## config.mk

```make
export PLATFORM = sky130hd
export DESIGN_NAME = bat_group
export DESIGN_NICKNAME = d
export VERILOG_FILES = /design/src/sv/bat_pkg.sv /design/src/sv/bat_group.sv
export SDC_FILE = /design/constraint.sdc
export NUM_CORES = 1
export LEC_CHECK = 0
export BUFFER_PORTS_ARGS = -buffer_cell sky130_fd_sc_hd__buf_4
export CORE_AREA = 4 4 217 219
export CTS_BUF_LIST = sky130_fd_sc_hd__clkbuf_4
export DETAILED_ROUTE_END_ITERATION = 10
export DIE_AREA = 0 0 221 223
export PLACE_DENSITY = 0.3
export SYNTH_ARGS = -nofsm -noshare
export SYNTH_HDL_FRONTEND = slang
export SYNTH_SLANG_ARGS = --single-unit
```

## constraint.sdc

```tcl
create_clock -name clk -period 0.8 [get_ports clk]
set_clock_uncertainty 0.1 [all_clocks]
set_input_delay 0.2 -clock clk [delete_from_list [all_inputs] [get_ports clk]]
set_output_delay 0.2 -clock clk [all_outputs]
set_load 0.03 [all_outputs]
```

## src/sv/bat_pkg.sv

```systemverilog
// Shared constants, codes and types of the bounded array table engine.
`default_nettype none
package bat_pkg;

    localparam int DEPTH_DEF      = 256;
    localparam int WORD_WIDTH_DEF = 32;

    localparam int REQ_W      = 3;
    localparam int POS_W      = 8;
    localparam int CAP_W      = 9;
    localparam int CNT_OUT_W  = 9;
    localparam int STATUS_W   = 2;

    // Cells per group of the match tree
    localparam int GROUP_SIZE  = 16;
    localparam int GROUP_IDX_W = 4;

    localparam logic [CAP_W-1:0] CAP_RESET = 9'd256;

    localparam logic [REQ_W-1:0] REQ_APPEND = 3'd0;
    localparam logic [REQ_W-1:0] REQ_INSERT = 3'd1;
    localparam logic [REQ_W-1:0] REQ_EDIT   = 3'd2;
    localparam logic [REQ_W-1:0] REQ_DELETE = 3'd3;
    localparam logic [REQ_W-1:0] REQ_READ   = 3'd4;
    localparam logic [REQ_W-1:0] REQ_FIND   = 3'd5;

    localparam logic [STATUS_W-1:0] STAT_DONE  = 2'd0;
    localparam logic [STATUS_W-1:0] STAT_FULL  = 2'd1;
    localparam logic [STATUS_W-1:0] STAT_RANGE = 2'd2;

    typedef enum logic [2:0] {
        CELL_IDLE,
        CELL_APPEND,
        CELL_INSERT,
        CELL_EDIT,
        CELL_DELETE,
        CELL_READ,
        CELL_FIND
    } cell_op_t;

    typedef enum logic [1:0] {
        FSM_IDLE,
        FSM_MATCH,
        FSM_GROUP,
        FSM_DONE
    } fsm_t;

endpackage
`default_nettype wire

```

## src/sv/bat_group.sv

```systemverilog
// Group stage of the match tree: first matching cell of a group and its entry.
`default_nettype none
module bat_group #(
    parameter int WORD_WIDTH = bat_pkg::WORD_WIDTH_DEF
) (
    input  wire logic                                 clk,
    input  wire logic                                 rst_n,
    input  wire logic [bat_pkg::GROUP_SIZE-1:0]       match,
    input  wire logic [WORD_WIDTH-1:0]                words [bat_pkg::GROUP_SIZE],
    output logic                                      any,
    output logic      [bat_pkg::GROUP_IDX_W-1:0]      sub_index,
    output logic      [WORD_WIDTH-1:0]                word
);

    localparam int GS  = bat_pkg::GROUP_SIZE;
    localparam int GIW = bat_pkg::GROUP_IDX_W;

    logic                  any_reg;
    logic [GIW-1:0]        sub_reg;
    logic [WORD_WIDTH-1:0] word_reg;
    logic                  any_next;
    logic [GIW-1:0]        sub_next;
    logic [WORD_WIDTH-1:0] word_next;

    always_comb
    begin
        any_next  = 1'b0;
        sub_next  = '0;
        word_next = '0;
        // scan downwards so the lowest match wins
        for (int k = GS - 1; k >= 0; k--)
        begin
            if (match[k])
            begin
                any_next  = 1'b1;
                sub_next  = GIW'(k);
                word_next = words[k];
            end
        end
    end

    always_ff @(posedge clk or negedge rst_n)
    begin
        if (!rst_n)
        begin
            any_reg <= 1'b0;
        end
        else
        begin
            any_reg <= any_next;
        end
    end

    always_ff @(posedge clk)
    begin
        sub_reg  <= sub_next;
        word_reg <= word_next;
    end

    assign any       = any_reg;
    assign sub_index = sub_reg;
    assign word      = word_reg;

endmodule
`default_nettype wire

```

After elaboration in Yosys (flattened, before gate mapping)
Cells that the tools add are included.
- shift operators: 0
- equal/unequal tests: 0
- divide/modulo/power cells: 0
- reductions and logical operators: 3
- order comparisons: 0
- multiplexer cells: 47
- add/sub/neg operators: 0
- bitwise logic cells: 0
- $mul: 0
- operators with widths (cell ; number):
    32-bit 2-to-1 mux ; 16
    4-bit 2-to-1 mux ; 8
    1-bit 2-to-1 mux ; 17
    3-bit 2-to-1 mux ; 4
    8-bit OR reduction ; 1
    2-bit 2-to-1 mux ; 2
    4-bit OR reduction ; 1
    2-bit OR reduction ; 1
- bits in latches: 0
- word-level logic and storage cells: 56
- memories: 0
- memory bits (read-only): 0
- input port bits: 530
- register bits after elaboration: 37
- output and inout bits: 37
- memory bits (writable): 0

Depth between registers and ports, before layout
Gate-level depths: netlist of the first run.
- depth in word-level cells: 16
- depth in mapped cells: 8

Worst setup path before layout of the first run
Ideal clock, no wire load.
- path kind: input-to-reg
- from: in match[3] (netlist bit)
- to: reg word_reg[13] (netlist: word[13])
- stages on the path: 8
- buffers on the path: 3
- setup slack: -0.825 ns
- data required time: 0.586 ns
- arrival time: 1.411 ns
- cells stage by stage: buf_2 > nor2b_1 > buf_6 > buf_6 > a221oi_1 > nor3_1 > a221o_1 > a21o_1
- longest elaborated chain between the ends: 4
- RTL lines (what ; line ; RTL):
    start: declaration ; bat_group.sv:8 ; input wire logic [bat_pkg::GROUP_SIZE-1:0] match,
    32-bit 2-to-1 mux (4 in a row) ; bat_group.sv:33 ; if (match[k])
    net word_next[13] ; bat_group.sv:23 ; logic [WORD_WIDTH-1:0] word_next;
    end signal: assignment ; bat_group.sv:57 ; word_reg <= word_next;
    end: declaration ; bat_group.sv:20 ; logic [WORD_WIDTH-1:0] word_reg;
The timed path passes the listed nets, and every way through them passes these cells.
A chain may end at the register's enable or synchronous reset.

Worst setup path after layout of the first run
- from: in match[4] (netlist bit)
- to: reg word_reg[22] (netlist: word[22])
- longest elaborated chain between the ends: 5
- RTL lines (what ; line):
    32-bit 2-to-1 mux (5 in a row) ; bat_group.sv:33
    net word_next[22] ; bat_group.sv:23
The timed path passes the listed nets, and every way through them passes these cells.

==> impl_metrics.csv, run 1 <==
group,metric,value,unit
outcome,status,"finished with violations",
outcome,violations,"negative hold slack, negative setup slack",
die,fp.dieH,223,um
synth,yosysWarnings,0,
die,initial_core_util,10.7,%
synth,post-synth-top-area-cell,"dfxtp_1",
final_layout,largest_register_ffs,32,
timing,fin_tns_setup,-31.80,ns
synth,synth.area.top_cells,"dfxtp_1 (15%), a221oi_1 (12%), a221o_1 (8.9%)",
die,fp.coreArea,45100,um2
die,die-width,221,um
clocking,cts-root-buf,"clkbuf_4",
clocking,htree_levels,2,
timing,tightest_slew,0.494,ns
die,num_rows,78,
global_routing,grt.total_usage,20.8,%
setup_path,crit_path_end_kind,"flop",
final_layout,multiInputGateArea,4750,um2
synth,synthesis.nets,1190,
placed_design,port_buffers,566,
synth,yosysMostFrequentCell,"a221oi_1",
global_routing,antenna_found_initial,4,
power,seqPwrFrac,19.8,%
die,pin_count,567,
routing,avgRoutedWirePerCell,27.8,um
routing,vias,9031,
synth,synth_top_area_share,15.0,%
final_layout,stdcell_area,13300,um2
final_layout,final_util,29.6,%
final_layout,fill_cells,4968,
clocking,clkTransAtPathRegs,0.19,ns
setup_path,critPathKind,"in -> reg",
timing,period_needed,1.34,ns
clocking,numCtsBuffers,5,
setup_path,cp.arrival,1.63,ns
global_routing,grt_pass1_wl,74.0,mm
setup_path,cp_max_fo,5,
routing,wl,55.0,mm
power,power_leakage,5.82,nW
routing,dr.pass1.iters,5,
routing,drtIter0Drc,454,
synth,syn_avg_cell_area,7.30,um2
power,peakVddDrop,0.000463,V
timing,hold_viol_final,32,
min_path,hp-start,"words[459]",
global_routing,grt.overflow.total,0,
synth,yosys-top-cells-count,"a221oi_1 (66), o21ai_0 (59), nor3_1 (55)",
timing,maxSlewHeadroom,67.1,%
placed_design,gp_congestion,0.846,
power,power_frac_comb,67.3,%
synth,async_reset_ff_share,2.70,%
die,dieArea,49300,um2
routing,postRouteAntennaNets,0,
setup_path,start_kind,"input port",
timing,setup_slack,-0.543,ns
final_layout,layout-drive-gt1-share,72.1,%
final_layout,area_delta_synth_final,177,%
synth,ys_ff_latch,37,
timing,fmax,745,MHz
synth,yosysUniqueCellTypes,40,
setup_path,startpoint,"match[4]",
min_path,hp-class,"in -> reg",
global_routing,grt_pass1_vias,9749,
power,total_power,10.9,mW
synth,syn_inst,660,
clocking,cts_hold_buf,10,
clocking,cts_max_path_buffers,2,
final_layout,nets,1903,
placed_design,postPlaceCellArea,11200,um2
timing,slew_viol_final,0,
synth,synth_ff_type,"dfxtp_1",
flow_run,max_cap_violations,0,
min_path,whs_endpoint,"word[11]",
min_path,hold_depth,3,
setup_path,cp.required,1.09,ns
placed_design,hpwl,45.0,mm
power,switching_share,41.0,%
routing,drcViolationCount,0,
timing,rsz0062_at_grt,"yes",
timing,min_period_over_period,168,%
clocking,cts.sinks,37,
timing,setup_viol,73,
synth,synth_edf_count,0,
final_layout,regArea,791,um2
synth,syn_area,4820,um2
power,intPower,6.44,mW
power,p_sw,4.47,mW
synth,synth_seq_area_share,15.5,%
power,p_clk_share,12.9,%
routing,via_per_inst,4.56,
power,powerDensity,818,nW/um2
timing,whs,-0.134,ns
clocking,cts_tree,"done",
global_routing,grt_max_degree,35,
-- cells by family (layout without fill, tap and decap cells) --
group	after synthesis	in the layout	share of synthesized area, %
other cells	0	5	0
compound gates	363	363	58.1
buf+inv	88	802	8.88
simple gates	172	172	17.5
flops	37	37	15.5
-- metrics by stage --
| stage | hold WS (ns) | cells | setup slack, ns |
|---|---|---|---|
| final | -0.134 | 1979 | -0.543 |
| after global routing | -0.151 | 1976 | -0.596 |
| after CTS | -0.184 | 1957 | -0.602 |
| after detailed placement | -0.121 | 1906 | -1.32 |
| after global placement | -0.124 | 1906 | -1.32 |
| after floorplan | -0.196 | 660 | -0.799 |
-- critical path, cell delays in order --
cell and delay, ns:
buf_8 0.10, or2_4 0.33, buf_12 0.17, a221oi_4 0.23, nor3_2 0.06, a221o_1 0.36
a21o_1 0.17
-- power by group through the flow --
stage / Clock [mW] / Sequential (mW) / Combinational (mW)
3_3_place_gp: 0 / 2.13 / 6.18
3_5_place_dp: 0 / 2.13 / 6.16
2_1_floorplan: 0 / 2.48 / 1.77
5_1_grt: 1.58 / 2.18 / 7.79
6_report: 1.41 / 2.16 / 7.35
4_1_cts: 1.57 / 2.16 / 7.11
-- how the worst max path moves through the flow --
| stage | to | slack, ns | cells past startpoint |
|---|---|---|---|
| 6_report | word[22] | -0.54 | 7 |
| 3_5_place_dp | word[25] | -1.32 | 7 |
| 5_1_grt | any | -0.60 | 1 |
| 3_3_place_gp | word[30] | -1.32 | 7 |
| 2_1_floorplan | word[12] | -0.80 | 8 |
| 4_1_cts | any | -0.60 | 1 |
-- timing repair --
item                                   4_1_cts  5_1_grt
buffers inserted                            29       26
setup endpoints to repair                   74       74
resized for setup                          248       60
gates cloned                                 8        2
pin swaps                                   61       53
endpoints found under the hold margin       35       33
-- layer usage --
layer | GRT usage [%] | wire (um) | up-vias | share of wire, %
li1 | - | - | 4224 | -
met1 | 23.6 | 21600 | 4374 | 39
met2 | 38.7 | 28600 | 386 | 52
met3 | 6.32 | 3790 | 45 | 6.9
met4 | 4.13 | 1050 | 2 | 1.9
met5 | 0 | 13 | - | 0.024
-- layout by cell type, fill, tap and decap left out, drive strengths merged, types with 5 or more instances in the layout --
cell type / instances
nand2: 33
buf: 771
o31ai: 6
a221oi: 80
a211oi: 8
diode: 5
a21o: 19
nor2: 33
o21ai: 70
nor2b: 25
a222oi: 14
a21oi: 30
clkbuf: 7
o221ai: 31
a22oi: 6
a221o: 43
nor3: 56
nand3: 8
dfxtp: 36
o22ai: 38
o211ai: 13
nand2b: 6
dlygate4sd3: 10
inv: 7
-- area by class of cell --
class	instances	area share, %
well taps	600	5.62
repair buffers	786	52.0
clock buffers	5	0.281
multi-input cells	535	35.6
inverters	8	0.347
diodes	5	0.0937
clock inverters	3	0.131
flip-flops and latches	37	5.92
(Power assumes the default switching activity.)
==> run 2: changes to the inputs <==
CORE_AREA = 4 4 221 223   (was 4 4 217 219)
DIE_AREA = 0 0 225 227   (was 0 0 221 223)
clock period = 1.7 ns   (was 0.8 ns; I/O delays follow)
==> run 2 against run 1 <==
Against the previous run:
- worst hold slack better by 0.20 ns
- non-clock buffer count fell by 57
- critical path depth unchanged
- die area is 3.6% higher
- largest cell class unchanged
- global-route usage shrank 1.1 points
- sequential share of layout area grew 0.71 points
- utilization is 5.5 points lower
- critical path type unchanged
- setup slack gained 0.58 ns
- the flow now finishes without violations
- total power shrank 57%
- cell count is 2.3% lower
==> impl_metrics.csv, run 2 (same netlist as run 1, synthesis figures left out) <==
group,metric,value,unit
routing,via_per_inst,4.48,
power,intPower,2.78,mW
power,p_clk_share,17.6,%
global_routing,grt.overflow.total,0,
setup_path,critPathBufInv,3,
global_routing,grt.total_usage,19.7,%
timing,min_period_over_period,98.0,%
setup_path,critical_path.most_common_cell,"buf_4",
global_routing,antenna_found_initial,8,
global_routing,use_met1,23.5,%
setup_path,critPathTopFamily,"compound AO/OA/AOI/OAI gates",
global_routing,gr-usage-met2,35.7,%
clocking,cts-root-buf,"clkbuf_4",
final_layout,final_common_cell,"buf_4",
min_path,hp-class,"in -> reg",
die,num_rows,79,
clocking,htree_levels,2,
clocking,numCtsBuffers,5,
timing,maxSlewHeadroom,60.2,%
timing,tightest_slew,0.596,ns
power,powerDensity,413,nW/um2
final_layout,final_cells,1934,
setup_path,crit_path_end_kind,"flop",
die,initial_core_util,10.3,%
placed_design,hpwl,45.4,mm
timing,rsz0062_at_grt,"no",
routing,postRouteAntennaNets,0,
power,p_sw,1.86,mW
die,fp.coreArea,46600,um2
min_path,hold_depth,3,
clocking,cts.sinks,37,
timing,setup_viol,0,
clocking,clkTransAtPathRegs,0.16,ns
setup_path,start_kind,"input port",
setup_path,cp.arrival,1.95,ns
global_routing,top_usage_layer,"met2",
placed_design,dpl.cell_count,1914,
die,dieArea,51100,um2
routing,avgRoutedWirePerCell,27.6,um
clocking,post-cts-setup-buffers,0,
global_routing,grt_max_degree,39,
routing,wl,53.4,mm
final_layout,area_delta_synth_final,133,%
clocking,cts_max_path_buffers,2,
min_path,hp-start,"words[449]",
die,fp.dieH,227,um
setup_path,path_depth,7,
placed_design,gp_congestion,0.839,
setup_path,cp_slowest_cell,"a222oi_1",
power,switching_share,40.0,%
min_path,whs_endpoint,"word[1]",
placed_design,port_buffers,566,
setup_path,cp.required,1.99,ns
final_layout,final_cell_mix,"buf_4 (702), o21ai_0 (59), nor3_1 (54)",
timing,whs,0.0684,ns
final_layout,nets,1846,
global_routing,grt_pass1_vias,9175,
setup_path,critPathKind,"in -> reg",
global_routing,grt.met3_usage,5.07,%
power,seqPwrFrac,21.2,%
routing,vias,8663,
power,peakVddDrop,0.000214,V
timing,fmax,600,MHz
routing,dr.pass1.iters,5,
global_routing,grt_pass1_wl,71.2,mm
die,die-width,225,um
routing,drcViolationCount,0,
setup_path,worst_path_largest_cell_delay,0.45,ns
setup_path,cp_cell_sequence,"buf_4, inv_1, nand2_1, a221o_1, a222oi_1, buf_4, o31ai_1",
timing,hold_viol_final,0,
outcome,status,"completed",
power,power_leakage,5.11,nW
timing,period_needed,1.67,ns
timing,slew_viol_final,0,
clocking,cts_tree,"done",
flow_run,max_cap_violations,0,
final_layout,layout-drive-gt1-share,59.2,%
final_layout,largest_register_ffs,32,
routing,drtIter0Drc,458,
die,pin_count,567,
power,power_frac_comb,61.2,%
setup_path,cp_max_fo,7,
[run 2: cell count changes in the layout (fill, tap and decap cells not counted), sizes merged]
| cell | change |
|---|---|
| dlygate4sd3 | -8 |
| bufbuf | -3 |
| bufinv | +1 |
| clkbuf | -2 |
| clkinvlp | -1 |
| buf | -44 |
| diode | +5 |
[run 2: power by group through the flow]
stage / Sequential [mW] / Combinational (mW) / Clock [mW]
floorplan: 1.17 / 0.773 / 0
global placement: 1.00 / 2.87 / 0
detailed placement: 1.00 / 2.86 / 0
CTS: 0.984 / 2.88 / 0.880
global route: 0.991 / 3.04 / 0.897
finish: 0.982 / 2.84 / 0.819
[run 2: worst max-delay path by stage]
stage / end / slack [ns] / startpoint
floorplan: word[12] / -0.12 / match[7]
global route: word[19] / 0.02 / match[12]
global placement: word[25] / -0.61 / match[5]
detailed placement: word[25] / -0.70 / match[5]
CTS: word[19] / 0.01 / match[5]
finish: word[24] / 0.03 / match[2]
[run 2: cell type report]
class | count | area [um2]
clock buffers | 5 | 37.5
well taps | 607 | 759
flip-flops and latches | 37 | 746
inverters | 8 | 30.0
multi-input cells | 535 | 3810
diodes | 10 | 25.0
repair buffers | 729 | 5790
fillers | 5229 | 35300
clock inverters | 3 | 41.3
[run 2: per-layer routing]
layer  share of wire [%]  wire (um)
met2                  51      27400
met5               0.064         34
met1                  40      21300
met3                 7.0       3750
met4                 1.6        858
[run 2: repair_timing]
item / 4_1_cts / 5_1_grt
pin swaps: 0 / 1
setup endpoints to repair: 2 / 5
hold buffers: 2 / 0
endpoints found under the hold margin: 2 / 0
resized for setup: 2 / 3
[run 2: per-stage QoR]
stage | setup WS (ns) | area [um2] | TNS, ns | util, % | total power [mW]
3_5_place_dp | -0.696 | 11100 | -15.37 | 23.8 | 3.87
5_1_grt | 0.0226 | 11200 | 0 | 24.1 | 4.93
6_report | 0.0340 | 11200 | 0 | 24.1 | 4.64
4_1_cts | 0.0125 | 11200 | 0 | 24.1 | 4.74
2_1_floorplan | -0.124 | 4950 | -1.81 | - | 1.94
3_3_place_gp | -0.605 | 11100 | -14.93 | 23.8 | 3.88
==> run 3: changes to the inputs <==
ABC_AREA = 1   (was not set)
CORE_AREA = 4 4 220 222   (was 4 4 221 223)
DIE_AREA = 0 0 224 226   (was 0 0 225 227)
PLACE_DENSITY = 0.32   (was 0.3)
==> run 3 against run 2 <==
Against the previous run:
- setup slack better by 0.025 ns
- sequential share of layout area is 0.54 points lower
- combinational power is 7.0% higher
- cell count is 25% higher
- total power is 1.1% lower
- sequential power is 1% lower
- global-route usage is 1.2 points lower
- utilization is 2.2 points higher
- flip-flop and latch count stayed put
- clock power is 29% lower
- count of clock-buffer cells in the layout is 1 higher
- first-iteration DRC count is 39% higher
==> impl_metrics.csv, run 3 <==
group,metric,value,unit
synth,syn_area,5990,um2
clocking,cts_tree,"done",
timing,tightest_slew,0.608,ns
outcome,status,"completed",
clocking,numCtsBuffers,5,
routing,drtIter0Drc,636,
die,num_rows,79,
placed_design,hpwl,43.8,mm
final_layout,area_delta_synth_final,104,%
placed_design,gp_congestion,0.859,
routing,postRouteAntennaNets,0,
die,fp.dieH,226,um
power,power_frac_comb,66.2,%
routing,vias,10200,
power,powerDensity,375,nW/um2
synth,synth.area.top_cells,"nand2_1 (35%), nor2_1 (14%), dfxtp_1 (12%)",
synth,yosysMostFrequentCell,"nand2_1",
synth,yosys-top-cells-count,"nand2_1 (557), nor2_1 (231), clkbuf_1 (57)",
timing,fin_tns_setup,0,ns
synth,syn_avg_cell_area,5.02,um2
final_layout,final_common_cell,"buf_4",
synth,synth_seq_area_share,12.4,%
timing,slew_viol_final,0,
synth,synth_edf_count,0,
routing,avgRoutedWirePerCell,21.0,um
global_routing,grt_pass1_vias,10500,
clocking,htree_levels,2,
die,fp.coreArea,46400,um2
final_layout,final_cells,2425,
setup_path,start_kind,"input port",
die,pin_count,567,
timing,min_period_over_period,96.6,%
power,p_sw,1.89,mW
setup_path,cp_max_fo,13,
routing,dr.pass1.iters,6,
synth,post-synth-top-area-cell,"nand2_1",
placed_design,postPlaceCellArea,11900,um2
power,intPower,2.70,mW
timing,period_needed,1.64,ns
clocking,cts-root-buf,"clkbuf_4",
power,seqPwrFrac,21.2,%
setup_path,critPathKind,"in -> reg",
global_routing,grt.total_usage,18.5,%
min_path,hp-class,"in -> reg",
final_layout,final_cell_mix,"buf_4 (672), nand2_1 (543), nor2_1 (228)",
setup_path,crit_path_end_kind,"flop",
power,peakVddDrop,0.000174,V
timing,maxSlewHeadroom,59.5,%
die,dieArea,50600,um2
die,die-width,224,um
synth,yosysWarnings,0,
clocking,cts.sinks,37,
placed_design,port_buffers,566,
setup_path,cp.required,1.91,ns
timing,fmax,609,MHz
placed_design,dpl.cell_count,2408,
timing,hold_viol_final,0,
routing,drcViolationCount,0,
clocking,cts_max_path_buffers,2,
synth,synth_top_area_share,34.9,%
synth,async_reset_ff_share,2.70,%
routing,wl,50.9,mm
flow_run,max_cap_violations,0,
synth,yosysUniqueCellTypes,28,
power,power_leakage,6.32,nW
synth,synthesis.nets,1724,
power,switching_share,41.1,%
global_routing,antenna_found_initial,3,
final_layout,layout-drive-gt1-share,44.5,%
synth,ys_ff_latch,37,
synth,syn_inst,1194,
routing,via_per_inst,4.19,
clocking,clkTransAtPathRegs,0.15,ns
synth,synth_ff_type,"dfxtp_1",
setup_path,cp.arrival,1.85,ns
timing,setup_viol,0,
global_routing,grt_max_degree,34,
power,p_clk_share,12.6,%
die,initial_core_util,12.9,%
final_layout,largest_register_ffs,32,
final_layout,stdcell_area,12200,um2
global_routing,grt_pass1_wl,69.4,mm
global_routing,grt.overflow.total,0,
final_layout,nets,2345,
run 3: cell types whose count changed after synthesis, sizes merged, moves of 43 or more:
cell,change
nor3,-55
nor2,+200
a221oi,-54
nand2,+524
o21ai,-67
a221o,-43
run 3: logic make-up after synthesis:
group / Yosys count / synth area share (%)
compound gates: 182 / 22.6
buf+inv: 114 / 8.60
flops: 37 / 12.4
simple gates: 861 / 56.3
run 3: repair_timing:
action / in CTS / in global routing
setup endpoints to repair: 5 / 20
cloned: 0 / 5
resized for setup: 7 / 28
endpoints found under the hold margin: 1 / 0
setup buffers: 0 / 1
hold buffers: 1 / 0
pin swaps: 1 / 11
run 3: final cells by class:
type	instances	area (um2)
clock inverter	1	3.75
multi-input combinational	1043	4820
sequential	37	746
timing repair buffer	709	5780
antenna	3	7.51
fill	5448	34100
inverter	19	77.6
tap	607	759
clock buffer	6	45.0
run 3: worst paths after layout:
check                            from       end  depth (start not counted)
max                          match[9]  word[22]                         13
min                        words[500]  word[20]                          3
max in group asynchronous       rst_n       any                          2
min in group asynchronous       rst_n       any                          2
run 3: worst max-delay path, stage by stage:
cell,delay (ns)
buf_4,0.13
buf_12,0.15
buf_4,0.17
a211oi_1,0.22
nand2_1,0.13
nand2_1,0.12
nand2_1,0.08
nand2_1,0.10
nand2_1,0.06
nand2_1,0.06
nand2_1,0.07
nand2_1,0.07
nand2_1,0.04
run 3: power groups by stage:
stage | clock network (mW) | logic [mW] | registers, mW
floorplan | 0 | 0.990 | 1.15
global placement | 0 | 3.00 | 0.992
detailed placement | 0 | 2.99 | 0.991
CTS | 0.625 | 3.01 | 0.973
global route | 0.651 | 3.32 | 0.978
finish | 0.580 | 3.04 | 0.971
run 3: per-stage QoR:
stage / hold WS (ns) / utilization, % / power (mW) / worst slack, ns
final: 0.110 / 26.4 / 4.59 / 0.0586
after global routing: 0.0792 / 26.4 / 4.95 / -0.00342
after CTS: 0.0764 / 25.9 / 4.61 / 0.0131
after detailed placement: 0.102 / 25.7 / 3.98 / -0.644
after global placement: 0.101 / 25.7 / 3.99 / -0.628
after floorplan: 0.0294 / - / 2.14 / 0.0260
run 3: per-layer routing:
metal / vias up / share of wire, % / GRT usage (%)
met1: 4640 / 43 / 23.4
li1: 5145 / - / -
met4: 2 / 0.75 / 1.77
met2: 344 / 50 / 33.4
met3: 23 / 6.2 / 3.98
met5: - / 0.027 / 0
