[src/sv/bat_pkg.sv]
// Shared constants, codes and types of the bounded array table engine.
`default_nettype none
package bat_pkg;

    localparam int DEPTH_DEF      = 256;
    localparam int WORD_WIDTH_DEF = 32;

    localparam int REQ_W      = 3;
    localparam int POS_W      = 8;
    localparam int CAP_W      = 9;
    localparam int CNT_OUT_W  = 9;
    localparam int STATUS_W   = 2;

    // Cells per group of the match tree
    localparam int GROUP_SIZE  = 16;
    localparam int GROUP_IDX_W = 4;

    localparam logic [CAP_W-1:0] CAP_RESET = 9'd256;

    localparam logic [REQ_W-1:0] REQ_APPEND = 3'd0;
    localparam logic [REQ_W-1:0] REQ_INSERT = 3'd1;
    localparam logic [REQ_W-1:0] REQ_EDIT   = 3'd2;
    localparam logic [REQ_W-1:0] REQ_DELETE = 3'd3;
    localparam logic [REQ_W-1:0] REQ_READ   = 3'd4;
    localparam logic [REQ_W-1:0] REQ_FIND   = 3'd5;

    localparam logic [STATUS_W-1:0] STAT_DONE  = 2'd0;
    localparam logic [STATUS_W-1:0] STAT_FULL  = 2'd1;
    localparam logic [STATUS_W-1:0] STAT_RANGE = 2'd2;

    typedef enum logic [2:0] {
        CELL_IDLE,
        CELL_APPEND,
        CELL_INSERT,
        CELL_EDIT,
        CELL_DELETE,
        CELL_READ,
        CELL_FIND
    } cell_op_t;

    typedef enum logic [1:0] {
        FSM_IDLE,
        FSM_MATCH,
        FSM_GROUP,
        FSM_DONE
    } fsm_t;

endpackage
`default_nettype wire

[src/sv/bat_cell.sv]
// One storage cell of the array: holds an entry, shifts with its neighbours, compares.
`default_nettype none
module bat_cell #(
    parameter int WORD_WIDTH = bat_pkg::WORD_WIDTH_DEF,
    parameter int CMP_W      = 9,
    parameter int INDEX      = 0
) (
    input  wire logic                  clk,
    input  wire logic                  rst_n,
    input  wire bat_pkg::cell_op_t     op,
    input  wire logic [CMP_W-1:0]      pos,
    input  wire logic [CMP_W-1:0]      count,
    input  wire logic [WORD_WIDTH-1:0] data,
    input  wire logic [WORD_WIDTH-1:0] low_word,
    input  wire logic [WORD_WIDTH-1:0] high_word,
    output logic      [WORD_WIDTH-1:0] word,
    output logic                       match
);

    localparam logic [CMP_W-1:0] IDX = CMP_W'(INDEX);

    logic [WORD_WIDTH-1:0] word_reg;
    logic [WORD_WIDTH-1:0] word_next;
    logic                  match_reg;
    logic                  match_next;

    always_comb
    begin
        word_next  = word_reg;
        match_next = 1'b0;
        case (op)
            bat_pkg::CELL_APPEND:
            begin
                if (IDX == count)
                begin
                    word_next = data;
                end
            end
            bat_pkg::CELL_INSERT:
            begin
                // take the lower neighbour across the shifted tail
                if (IDX == pos)
                begin
                    word_next = data;
                end
                else if (IDX > pos && IDX <= count)
                begin
                    word_next = low_word;
                end
            end
            bat_pkg::CELL_EDIT:
            begin
                if (IDX == pos)
                begin
                    word_next = data;
                end
            end
            bat_pkg::CELL_DELETE:
            begin
                if (IDX >= pos)
                begin
                    word_next = high_word;
                end
            end
            bat_pkg::CELL_READ:
            begin
                match_next = (IDX == pos);
            end
            bat_pkg::CELL_FIND:
            begin
                match_next = (IDX < count) && (word_reg == data);
            end
            default:
            begin
                word_next = word_reg;
            end
        endcase
    end

    always_ff @(posedge clk)
    begin
        word_reg <= word_next;
    end

    always_ff @(posedge clk or negedge rst_n)
    begin
        if (!rst_n)
        begin
            match_reg <= 1'b0;
        end
        else
        begin
            match_reg <= match_next;
        end
    end

    assign word  = word_reg;
    assign match = match_reg;

endmodule
`default_nettype wire

[config.mk]
export PLATFORM = sky130hd
export DESIGN_NAME = bat_cell
export DESIGN_NICKNAME = d
export VERILOG_FILES = /design/src/sv/bat_pkg.sv /design/src/sv/bat_cell.sv
export SDC_FILE = /design/constraint.sdc
export NUM_CORES = 1
export LEC_CHECK = 0
export ABC_AREA = 1
export BUFFER_PORTS_ARGS = -buffer_cell sky130_fd_sc_hd__buf_2
export CAP_MARGIN = 20
export CORE_MARGIN = 2
export CORE_UTILIZATION = 45
export DETAILED_ROUTE_END_ITERATION = 8
export GPL_ROUTABILITY_DRIVEN = 0
export PLACE_DENSITY = 0.82
export SETUP_SLACK_MARGIN = 0.5
export SYNTH_ARGS = -nofsm -noshare
export SYNTH_HDL_FRONTEND = slang
export SYNTH_SLANG_ARGS = --single-unit
[constraint.sdc]
create_clock -name clk -period 1.3 [get_ports clk]
set_input_delay 0.195 -clock clk [delete_from_list [all_inputs] [get_ports clk]]
set_output_delay 0.195 -clock clk [all_outputs]
set_load 0.02 [all_outputs]
**Yosys cells after proc, flatten, opt, wreduce, memory -nomap -nowiden**

Cells that the tools add are included.

- $lt $le $gt $ge: 4
- Eq/ne operators: 11
- Muxes and demuxes: 7
- Reduce and logical (&&, ||, !) cells: 6

Operators by type and width:

| operator | count |
|---|---|
| $mux 32 | 5 |
| $pmux 32 s4 | 1 |
| $eq 32x32->1 | 1 |
| $logic_not 9->1 | 2 |
| $eq 3x3->1 const B | 3 |
| $ge 1x9->1 const A | 1 |
| $gt 1x9->1 const A | 1 |
| $le 1x9->1 const A | 1 |
| $lt 1x9->1 const A | 1 |
| $eq 3x2->1 const B | 2 |
| $ne 2x2->1 const B | 3 |
| $reduce_and 5->1 | 1 |
| $reduce_bool 4->1 | 1 |
| $eq 3x1->1 const B | 1 |
| $ne 3x3->1 const B | 1 |
| $logic_and 1x1->1 | 2 |
| $pmux 1 s2 | 1 |

- Flip-flop bits (word level): 33
- Bits of input ports: 119
- Output and inout port bits: 33
- Logic and storage cells: 30

**Longest topological paths before layout**

Gate-level depths: netlist of the first run.

- Depth after elaboration: 5
- Depth in mapped cells: 8
- Mapped depth without buffers: 8

**Worst setup path before layout of the first run**

No wires, ideal clock.

- Path type: input to register
- Start: in op[1]
- End: reg word_reg[0], in the netlist word[0] (enable)
- Setup time: 0.416 ns
- Arrival time: 2.051 ns
- Required time: 0.884 ns
- Slack: -1.167 ns
- Stages on the path: 6
- Path buffers: 1
- Path through: nor2_1 -> nand2_1 -> inv_2 -> buf_4 -> nor2_1 -> nor3_2

- Longest elaborated chain between the ends: 3
- Elaborated cells between the ends (all ways): 10
- Classes of those cells: eq/ne: 8; reduce/logical: 2

Ends and longest elaborated chain:

| item | RTL line | text |
|---|---|---|
| from (decl) | bat_cell.sv:10 | `input wire bat_pkg::cell_op_t op,` |
| $eq 3x2->1, or another cell as far along | bat_cell.sv:31 | `case (op)` |
| $ne 3x3->1 (no line), or another cell as far along | -- |  |
| $reduce_and 5->1 (no line) * | -- |  |
| to (signal assigned) | bat_cell.sv:82 | `word_reg <= word_next;` |
| to (decl) | bat_cell.sv:22 | `logic [WORD_WIDTH-1:0] word_reg;` |

Every way passes the cells marked *; elsewhere a longest branch is shown, timed or not.
A chain may end at the register's enable or synchronous reset.

**Worst setup path in the final report of the first run**

- Start: in pos[4]
- End: reg word_reg[25], in the netlist word[25], data pin

- Longest elaborated chain between the ends: 3

Ends and longest elaborated chain:

| item | RTL line | text |
|---|---|---|
| from (decl) | bat_cell.sv:11 | `input wire logic [CMP_W-1:0] pos,` |
| $logic_not 9->1 | bat_cell.sv:42 | `if (IDX == pos)` |
| $mux 32 | bat_cell.sv:42 |  |
| $pmux 32 s4 | bat_cell.sv:31 |  |
| named net word_next[25] | bat_cell.sv:23 | `logic [WORD_WIDTH-1:0] word_next;` |

The timed path passes the listed nets, and every way through them passes these cells.

==> reports/qor.csv, run 1 <==
stage,metric,value,unit
yosys,most instantiated cells after synthesis,"nand2_1, inv_1, nor2_1, edfxtp_1, a21oi_1",
placed_design,Setup WS pre-CTS,-0.271,ns
finish,footprint of the multi-input gates,1640,µm²
pwr,Logic pwr share,34.6,%
clock_tree,Root Driver,clkbuf_8,
clock_tree,Sink Count,33,
pwr,Sw Ratio,30.7,%
finish,fill cell total of the finished layout,370,
setup_path,critical path launch point type,input pin,
yosys,Mean Syn Cell Area,7.05,µm²
clock_tree,CTS tree,yes,
drt,Final ANT Viol Nets,0,
setup_path,CP Class,in2reg,
setup_path,r2r setup slk,0.09,ns
sta,unrepaired setup endpoints after global routing,yes,
setup_path,CP max-delay cell,buf_12,
drt,drt drc,0,
drt,vias,3211,
yosys,Synth area leader,edfxtp_1,
finish,ant diodes,0,
sta,Pins Over Slew Limit,0,
yosys,Cells after Synth,371,
sta,Final Setup Violations,1,
min_path,Tightest Hold Check Type,in2reg,
yosys,Seq cells post-synth,33,
min_path,WHS Endpoint,word[18],
setup_path,CP endpoint kind,register,
setup_path,critical path required time,1.44,ns
grt,vias in the first global route,3047,
yosys,"EDFF count, synth",32,
setup_path,reg2reg path depth,8,
floorplanning,die height,80.2,µm
pwr,maximum vdd drop,426,µV
run,max cap viols,0,
setup_path,RR Startpoint,word[4],
pwr,switching pwr,1100,µW
floorplanning,Die W,80.2,µm
min_path,hold depth,3,
pwr,clock share of power,26.1,%
yosys,top-area cell type share of the netlist area,36.8,%
sta,setup TNS,-0.000153,ns
pwr,Pwr Density,797,nW/µm²
yosys,Synthesis Warnings,0,
sta,Max Clk Rate,769,MHz
finish,Layout area overhead,71.5,%
pwr,internal power,2480,µW
yosys,syn_nets,490,
placed_design,DP HPWL,6130,µm
floorplanning,std cell rows,27,
drt,Via density,5.13,
clock_tree,CTS Buf Count,5,
clock_tree,Worst-Skew Late Latency,0.29,ns
finish,Reg area,986,µm²
grt,initial antenna violation count,0,
min_path,worst hold start,high_word[18],
placed_design,input/output buffers,151,
sta,Final Hold Viols,0,
clock_tree,CTS max path bufs,2,
yosys,"Seq/Total Area, Yosys",37.7,%
yosys,"count leader, synth",nand2_1,
drt,WL final,9340,µm
pwr,Static Leak,0.00223,µW
floorplanning,effective utilization at floorplan,46.9,%
setup_path,arrival time at the worst endpoint,1.44,ns
floorplanning,I/O Pins,152,
yosys,dominant cells by area after synthesis,"edfxtp_1, nand2_1, inv_1",
sta,Layout Skew,0.0123,ns
setup_path,CP Cell Sequence,"buf_6, nor2_4, nand2_4, buf_6, nor2_4, nand2_4, buf_12, buf_16, a21oi_2, o21ai_2, nand3_1",
drt,drt initial violations,219,
finish,Total Nets Final,672,
grt,GRT Overall Usage,27.6,%
drt,drt first pass iters,5,
drt,WL per Instance,14.9,µm
setup_path,CP Max Fanout,9,
outcome,status,finished with violations,
yosys,predominant post-synthesis flop cell,edfxtp_1,
clock_tree,Clock transition at path regs,0.07,ns
yosys,asr flop ratio synth,3.03,%
sta,worst setup margin,-0.000153,ns
finish,utilization after layout,80.4,%
pwr,Flop pwr share,39.3,%
floorplanning,Core Region,5570,µm²
finish,layout cell share with drive strength beyond 1,49.8,%
outcome,failing checks,setup timing,
sta,Slew Limit Headroom,78.6,%
sta,period utilisation layout,100,%
finish,max FFs per register,32,
yosys,Netlist cell types,26,
setup_path,RR Endpoint,match,
clock_tree,H-tree levels,2,
sta,Worst Tran Pin Value,0.319,ns
floorplanning,die footprint,6430,µm²
setup_path,Worst path max stage delay,0.16,ns
grt,pin count of the biggest net entering global routing,15,
grt,first-pass GRT wire length,13500,µm
grt,grt total ovfl,0,
sta,Final min period,1.30,ns
yosys,cell area after synthesis,2610,µm²
## per-stage QoR
step | area (µm²) | total power, µW | instances | hold slack (ns)
CTS | 4330 | 3500 | 622 | 0.201
global placement | 3680 | 2370 | 602 | -0.0292
floorplan | 2740 | 1940 | 371 | -0.101
finish | 4480 | 3570 | 626 | 0.196
detailed placement | 3680 | 2400 | 602 | -0.0291
global route | 4480 | 3720 | 626 | 0.206
## power by group through the flow
| stage | Combinational, µW | Clock [µW] | Sequential (µW) |
|---|---|---|---|
| CTS | 1170 | 927 | 1400 |
| global placement | 979 | 0 | 1390 |
| floorplan | 425 | 0 | 1520 |
| finish | 1240 | 932 | 1400 |
| global route | 1330 | 971 | 1420 |
| detailed placement | 1000 | 0 | 1400 |
## layout by cell type, fill, tap and decap left out, types with 12 or more instances in the layout
cell type,instances
edfxtp_1,32
nand2_2,15
o21bai_1,12
buf_4,14
nand3_1,12
a21oi_2,14
nand3_2,13
inv_1,45
buf_6,44
nand2_1,119
nor2_1,27
buf_2,115
## logic make-up after synthesis
family / after synthesis / synth area share, %
AND/OR/NAND/NOR: 215 / 37.0
AO/OA/AOI/OAI: 51 / 10.9
buffers and inverters: 60 / 10.4
flip-flops: 33 / 37.7
XOR/XNOR: 12 / 4.02
## worst max path at each step
| stage | start | to | slack (ns) | cells after the start |
|---|---|---|---|---|
| floorplan | pos[4] | word[0] | -0.59 | 5 |
| global placement | pos[4] | word[2] | -0.23 | 7 |
| detailed placement | pos[4] | word[19] | -0.27 | 7 |
| CTS | pos[4] | word[10] | 0.05 | 8 |
| global route | word[11] | match | -0.05 | 8 |
| finish | pos[4] | word[25] | -0.0002 | 11 |
## layer usage
| metal | GRT usage [%] | vias up | share of wire, % |
|---|---|---|---|
| met5 | 0 | - | 0 |
| met4 | 10.5 | 0 | 2.9 |
| met3 | 4.94 | 28 | 7.1 |
| met2 | 51.4 | 169 | 53 |
| met1 | 30.9 | 1470 | 37 |
| li1 | - | 1544 | - |
## what timing repair did
item / CTS / global route
setup endpoints to repair: 98 / 98
hold endpoints to repair: 1 / 0
cloned: 5 / 2
hold buffers: 1 / 0
gates resized for setup: 102 / 24
setup buffers: 6 / 2
pin swaps: 9 / 5
## cell type report
class	count	share of cell area (%)
Inverter	49	4.27
Multi-Input combinational cell	278	36.5
Clock inverter	2	0.754
Sequential cell	33	22.0
Clock buffer	6	1.62
Timing Repair Buffer	186	32.9
Tap cell	72	2.01
## critical path, delay by kind of cell
| kind | cells | cell delay (ns) |
|---|---|---|
| buffers and inverters | 4 | 0.53 |
| and+or+nand+nor | 5 | 0.47 |
| AOI/OAI and AO/OA | 2 | 0.24 |
Power figures use the tool's default switching activity.
==> run 2, diff against run 1 <==
==> constraint.sdc (replaced) <==
create_clock -name clk -period 1.25 [get_ports clk]
set_input_delay 0.1875 -clock clk [delete_from_list [all_inputs] [get_ports clk]]
set_output_delay 0.1875 -clock clk [all_outputs]
set_load 0.01 [all_outputs]
==> run 2 against run 1 <==
Sequential share of layout area is essentially flat. Critical endpoint is now match. Via count grew 0.44%. Core utilization grew 0.090 points. Clock skew shrank 0.0075 ns. Register-to-register slack lost 0.22 ns. Non-clock buffer count grew 6. Sequential power grew 3%. The run still ends with setup timing left. Routed wire length grew 2.4%. Worst hold slack lost 0.0065 ns. Setup slack lost 0.13 ns. Flip-flop and latch count is the same.
==> reports/qor.csv, run 2 (synthesis gave the netlist of run 1 again) <==
stage,metric,value,unit,change
outcome,status,finished with violations,,
outcome,failing checks,setup timing,,
finish,ant diodes,0,,unchanged
sta,Hold WS,0.190,ns,-0.00655 ns
floorplanning,Core Region,5570,µm²,unchanged
floorplanning,std cell rows,27,,unchanged
sta,Layout Skew,0.00484,ns,-0.00748 ns
floorplanning,I/O Pins,152,,unchanged
setup_path,critical path launch point type,register,,
drt,drt drc,0,,unchanged
pwr,Static Leak,0.00226,µW,+1.4%
setup_path,RR Startpoint,word[14],,
floorplanning,Die W,80.2,µm,unchanged
grt,initial antenna violation count,0,,unchanged
sta,Final Setup Violations,38,,+37
clock_tree,Clock transition at path regs,0.07,ns,about the same
drt,Final ANT Viol Nets,0,,unchanged
placed_design,input/output buffers,151,,unchanged
drt,Met1 Wirelength,3580,µm,+4.8%
sta,Final Hold Viols,0,,unchanged
setup_path,CP Max Fanout,3,,-6
finish,Layout area overhead,71.7,%,
finish,footprint of the multi-input gates,1720,µm²,+4.9%
grt,grt total ovfl,0,,unchanged
clock_tree,CTS tree,yes,,
sta,Worst Tran Pin Value,0.391,ns,+0.0720 ns
setup_path,CP Cell Sequence,"nand2_1, nand2_1, nor2_1, nand2_1, nor2_1, nand3_1, o21bai_1",,
pwr,maximum vdd drop,533,µV,+25%
setup_path,CP endpoint kind,register,,
setup_path,r2r setup slk,-0.13,ns,-0.22 ns
clock_tree,Sink Count,33,,unchanged
drt,WL per Instance,15.1,µm,+1.4%
clock_tree,Worst-Skew Late Latency,0.28,ns,about the same
clock_tree,Root Driver,clkbuf_8,,
clock_tree,CTS max path bufs,2,,unchanged
placed_design,DP HPWL,6090,µm,-0.75%
setup_path,reg2reg path depth,7,,-1
setup_path,RR Endpoint,match,,
finish,Reg area,986,µm²,unchanged
setup_path,Worst path max stage delay,0.44,ns,+0.28 ns
sta,unrepaired setup endpoints after global routing,yes,,
finish,final instance area,4490,µm²,+0.11%
setup_path,CP max-delay cell,edfxtp_1,,
drt,Via density,5.10,,-0.52%
drt,vias,3225,,+0.44%
sta,Pins Over Slew Limit,0,,unchanged
grt,first-pass GRT wire length,13300,µm,-1.5%
min_path,WHS Endpoint,word[15],,
finish,"top library cells by usage in the layout, fill and taps aside","buf_2, nand2_1, inv_1",,
finish,most common library cell in the layout ignoring fill and taps,buf_2,,
sta,period utilisation layout,110,%,
drt,DR top layer,met4,,
finish,layout cell share with drive strength beyond 1,50.9,%,+1.1 points
setup_path,Most common cell on crit path,nand2_1,,
grt,vias in the first global route,3015,,-1.1%
grt,GRT Overall Usage,26.8,%,-0.79 points
drt,WL final,9560,µm,+2.4%
floorplanning,effective utilization at floorplan,46.9,%,unchanged
drt,Routed met3 length,644,µm,-2.7%
finish,fill cell total of the finished layout,373,,+0.81%
drt,drt initial violations,135,,-38%
min_path,worst hold start,high_word[15],,
grt,pin count of the biggest net entering global routing,20,,+5
sta,Max Clk Rate,726,MHz,
drt,DR WL met2,5130,µm,+2.9%
setup_path,critical path required time,1.44,ns,about the same
clock_tree,CTS Buf Count,5,,unchanged
clock_tree,H-tree levels,2,,unchanged
setup_path,CP Class,reg2reg,,
min_path,Tightest Hold Check Type,in2reg,,
finish,max FFs per register,32,,unchanged
sta,worst setup margin,-0.127,ns,-0.127 ns
drt,drt first pass iters,4,,-1
floorplanning,die height,80.2,µm,unchanged
sta,Final min period,1.38,ns,
finish,Total Nets Final,678,,+0.89%
min_path,hold depth,3,,unchanged
run,max cap viols,0,,unchanged
placed_design,Post-DP Area,3670,µm²,-0.20%
floorplanning,die footprint,6430,µm²,unchanged
setup_path,Buf/Inv on CP,0,,-4
pwr,Pwr Density,764,nW/µm²,-4.1%
setup_path,arrival time at the worst endpoint,1.57,ns,+0.13 ns
setup_path,critical path's top delay family,simple AND/OR/NAND/NOR gates,,
sta,Slew Limit Headroom,73.7,%,-4.8 points
[run 2: cell count changes in the layout (fill, tap and decap cells not counted), moves of 3 or more]
cell     change
buf_2       +24
buf_6       -19
nand2_4     +13
nand2_2      -9
nand2_1      -4
buf_12       +3
[run 2: what timing repair did]
action,CTS,global route
gates cloned,6,3
pin swaps,11,10
resized for setup,43,55
hold buffers,1,0
setup endpoints to repair,98,98
setup buffers,8,5
hold endpoints to repair,1,0
[run 2: area by class of cell]
class	count	area share (%)
Sequential cell	33	22.0
Multi-Input combinational cell	278	38.2
Inverter	49	4.27
Clock buffer	8	1.78
Tap cell	72	2.01
Timing Repair Buffer	192	31.8
[run 2: worst max-delay path by stage]
stage / startpoint / endpoint / slack [ns] / cells after the start
2_1_floorplan: pos[4] / word[0] / -0.63 / 5
3_3_place_gp: pos[4] / word[26] / -0.27 / 7
3_5_place_dp: pos[4] / word[26] / -0.31 / 7
4_1_cts: word[14] / match / 0.008 / 7
5_1_grt: word[14] / match / -0.18 / 8
6_report: word[14] / match / -0.13 / 7
[run 2: report_power, final]
part / total [µW] / internal [µW] / switching (µW)
Clock: 780 / 396 / 385
Combinational: 1210 / 592 / 620
Sequential: 1440 / 1360 / 81.5
Total: 3430 / 2350 / 1090
[run 2: per-layer routing]
layer	track usage, %	vias to the layer above
li1	-	1552
met1	30.8	1496
met2	50.4	155
met3	4.27	22
met4	8.31	0
met5	0	-
[run 2: worst min-delay path, stage by stage]
cell and delay (ns):
buf_2 0.07, nand2_1 0.05, nand3_2 0.06
[run 2: stage by stage]
| stage | power [µW] | util [%] | setup slack (ns) | setup TNS [ns] | std cells |
|---|---|---|---|---|---|
| finish | 3430 | 80.5 | -0.127 | -1.85 | 632 |
| floorplan | 1940 | - | -0.632 | -20.23 | 371 |
| global route | 3590 | 80.5 | -0.177 | -4.95 | 632 |
| detailed placement | 2400 | 65.8 | -0.307 | -14.70 | 601 |
| CTS | 3240 | 74.4 | 0.00801 | 0 | 624 |
| global placement | 2380 | 65.8 | -0.271 | -12.89 | 601 |
==> run 3, diff against run 2 <==
--- a/config.mk
+++ b/config.mk
@@ -6,13 +6,13 @@
 export NUM_CORES = 1
 export LEC_CHECK = 0
 export ABC_AREA = 1
-export BUFFER_PORTS_ARGS = -buffer_cell sky130_fd_sc_hd__buf_2
 export CAP_MARGIN = 20
 export CORE_MARGIN = 2
 export CORE_UTILIZATION = 45
 export DETAILED_ROUTE_END_ITERATION = 8
+export DONT_BUFFER_PORTS = 1
 export GPL_ROUTABILITY_DRIVEN = 0
-export PLACE_DENSITY = 0.82
+export HOLD_SLACK_MARGIN = 0.1
 export SETUP_SLACK_MARGIN = 0.5
 export SYNTH_ARGS = -nofsm -noshare
 export SYNTH_HDL_FRONTEND = slang
==> run 3 against run 2 <==
The flow now finishes without violations. Critical path depth is the same. Sequential power about the same. Core utilization is 9.5 points lower. Die area unchanged. Via count down 20%. Largest power group unchanged. Highest routed layer unchanged.
==> reports/qor.csv, run 3 (synthesis gave the netlist of run 1 again) <==
stage,metric,value,unit,change
clock_tree,CTS max path bufs,2,,unchanged
sta,Slew Limit Headroom,77.4,%,+3.7 points
clock_tree,Root Driver,clkbuf_8,,
sta,unrepaired setup endpoints after global routing,yes,,
floorplanning,I/O Pins,152,,unchanged
clock_tree,Clock transition at path regs,0.07,ns,about the same
min_path,Tightest Hold Check Type,in2reg,,
floorplanning,Die W,80.2,µm,unchanged
floorplanning,Core Region,5570,µm²,unchanged
clock_tree,CTS Buf Count,5,,unchanged
pwr,Pwr Density,812,nW/µm²,+6.2%
drt,WL final,7850,µm,-18%
run,max cap viols,0,,unchanged
outcome,status,completed,,
drt,drt first pass iters,4,,unchanged
grt,GR Layer Usage met2,43.8,%,-6.7 points
grt,vias in the first global route,2492,,-17%
sta,Max Clk Rate,827,MHz,+14%
pwr,Pwr Total,3210,µW,-6.3%
sta,setup TNS,0,ns,+1.85 ns
sta,Final min period,1.21,ns,-0.167 ns
finish,ant diodes,0,,unchanged
drt,Via density,5.12,,+0.27%
drt,WL per Instance,15.5,µm,+2.4%
grt,pin count of the biggest net entering global routing,23,,+15%
drt,vias,2594,,-20%
pwr,Static Leak,0.00181,µW,-20%
sta,Final Hold Viols,0,,unchanged
grt,grt total ovfl,0,,unchanged
grt,initial antenna violation count,0,,unchanged
floorplanning,effective utilization at floorplan,46.9,%,unchanged
finish,Layout area overhead,51.5,%,
setup_path,CP Class,in2reg,,
floorplanning,std cell rows,27,,unchanged
grt,GR Util met3,4.49,%,+0.22 points
sta,Layout Skew,0.00654,ns,+0.00170 ns
clock_tree,Worst-Skew Late Latency,0.28,ns,about the same
grt,grt met1 use,26.7,%,-4.1 points
clock_tree,hold_buf cts,1,,unchanged
clock_tree,CTS tree,yes,,
setup_path,CP endpoint kind,register,,
finish,most common library cell in the layout ignoring fill and taps,nand2_1,,
drt,drt drc,0,,unchanged
placed_design,DP HPWL,5470,µm,-10%
clock_tree,H-tree levels,2,,unchanged
setup_path,critical path launch point type,input pin,,
finish,Total Nets Final,554,,-18%
grt,GRT Max-Usage Layer,met2,,
floorplanning,die footprint,6430,µm²,unchanged
setup_path,arrival time at the worst endpoint,1.21,ns,-0.36 ns
setup_path,CP Max Fanout,6,,+3
sta,period utilisation layout,96.8,%,-13 points
sta,Final Setup Violations,0,,-100%
pwr,maximum vdd drop,553,µV,+3.7%
finish,max FFs per register,32,,unchanged
floorplanning,die height,80.2,µm,unchanged
setup_path,critical path required time,1.25,ns,-0.19 ns
placed_design,input/output buffers,0,,-100%
drt,Final ANT Viol Nets,0,,unchanged
grt,first-pass GRT wire length,11500,µm,-13%
finish,"top library cells by usage in the layout, fill and taps aside","nand2_1, inv_1, buf_6",,
grt,GRT Overall Usage,23.3,%,-3.5 points
sta,Pins Over Slew Limit,0,,unchanged
sta,Worst Tran Pin Value,0.336,ns,-0.0553 ns
drt,drt initial violations,72,,-47%
clock_tree,Sink Count,33,,unchanged
finish,layout cell share with drive strength beyond 1,38.6,%,-12 points
-- run 3: cell types whose count changed in the layout (fill, tap and decap cells not counted), moves of 4 or more --
| cell | delta |
|---|---|
| nand2_2 | +4 |
| o21ai_1 | +4 |
| buf_2 | -139 |
| buf_6 | +15 |
| a21oi_2 | +4 |
| a21oi_4 | -4 |
| nand2_1 | -6 |
-- run 3: repair_timing --
action,in CTS,in global routing
endpoints found under the setup margin,98,98
pin swaps,8,19
resized for setup,46,72
cloned,5,4
buffers inserted,4,8
hold endpoints to repair,17,15
-- run 3: cell type report --
class                      instances  area (µm²)
clock buffer                       6        72.6
clock inverter                     1        3.75
multi-input combinational        278        1720
sequential                        33         986
inverter                          49         191
tap                               72        90.1
fill                             442        1620
timing repair buffer              68         891
-- run 3: power breakdown --
group          total, µW  internal (µW)  leakage [µW]  switching (µW)
clock                745            375     0.0000387             370
sequential          1450           1360      0.000307            94.2
combinational       1020            541       0.00146             476
total               3210           2270       0.00181             941
-- run 3: worst max-delay path, cell delays in order --
cell	delay [ns]
nor2_4	0.10
nand2_4	0.07
nor3_4	0.27
a21oi_4	0.05
nor3_4	0.21
buf_6	0.17
clkbuf_16	0.15
-- run 3: path summary, 6_finish.rpt --
check / from / end / slack (ns) / cells after the start
min in group asynchronous: rst_n / match / 0.12 / 1
max in group asynchronous: rst_n / match / 1.03 / 1
hold reg to reg: word[25] / match / 0.73 / 5
hold / removal: data[5] / word[5] / 0.07 / 2
setup / recovery: pos[4] / word[18] / 0.04 / 7
setup reg to reg: word[23] / match / 0.06 / 7
-- run 3: through the flow --
step	util [%]	hold WS (ns)	setup slack, ns	area [µm²]	instances
after detailed placement	56.0	-0.108	-0.186	3120	478
final	71.0	0.0744	0.0402	3960	507
after floorplan	-	-0.108	-0.632	2740	371
after CTS	63.1	0.0710	0.0938	3520	495
after global placement	56.0	-0.108	-0.165	3120	478
after global routing	71.0	0.0711	-0.0721	3960	507
-- run 3: routing by layer --
layer / vias to the layer above / routed length, µm
met2: 101 / 4260
met5: - / 0
met1: 1182 / 2950
met3: 9 / 547
met4: 0 / 89
li1: 1302 / -
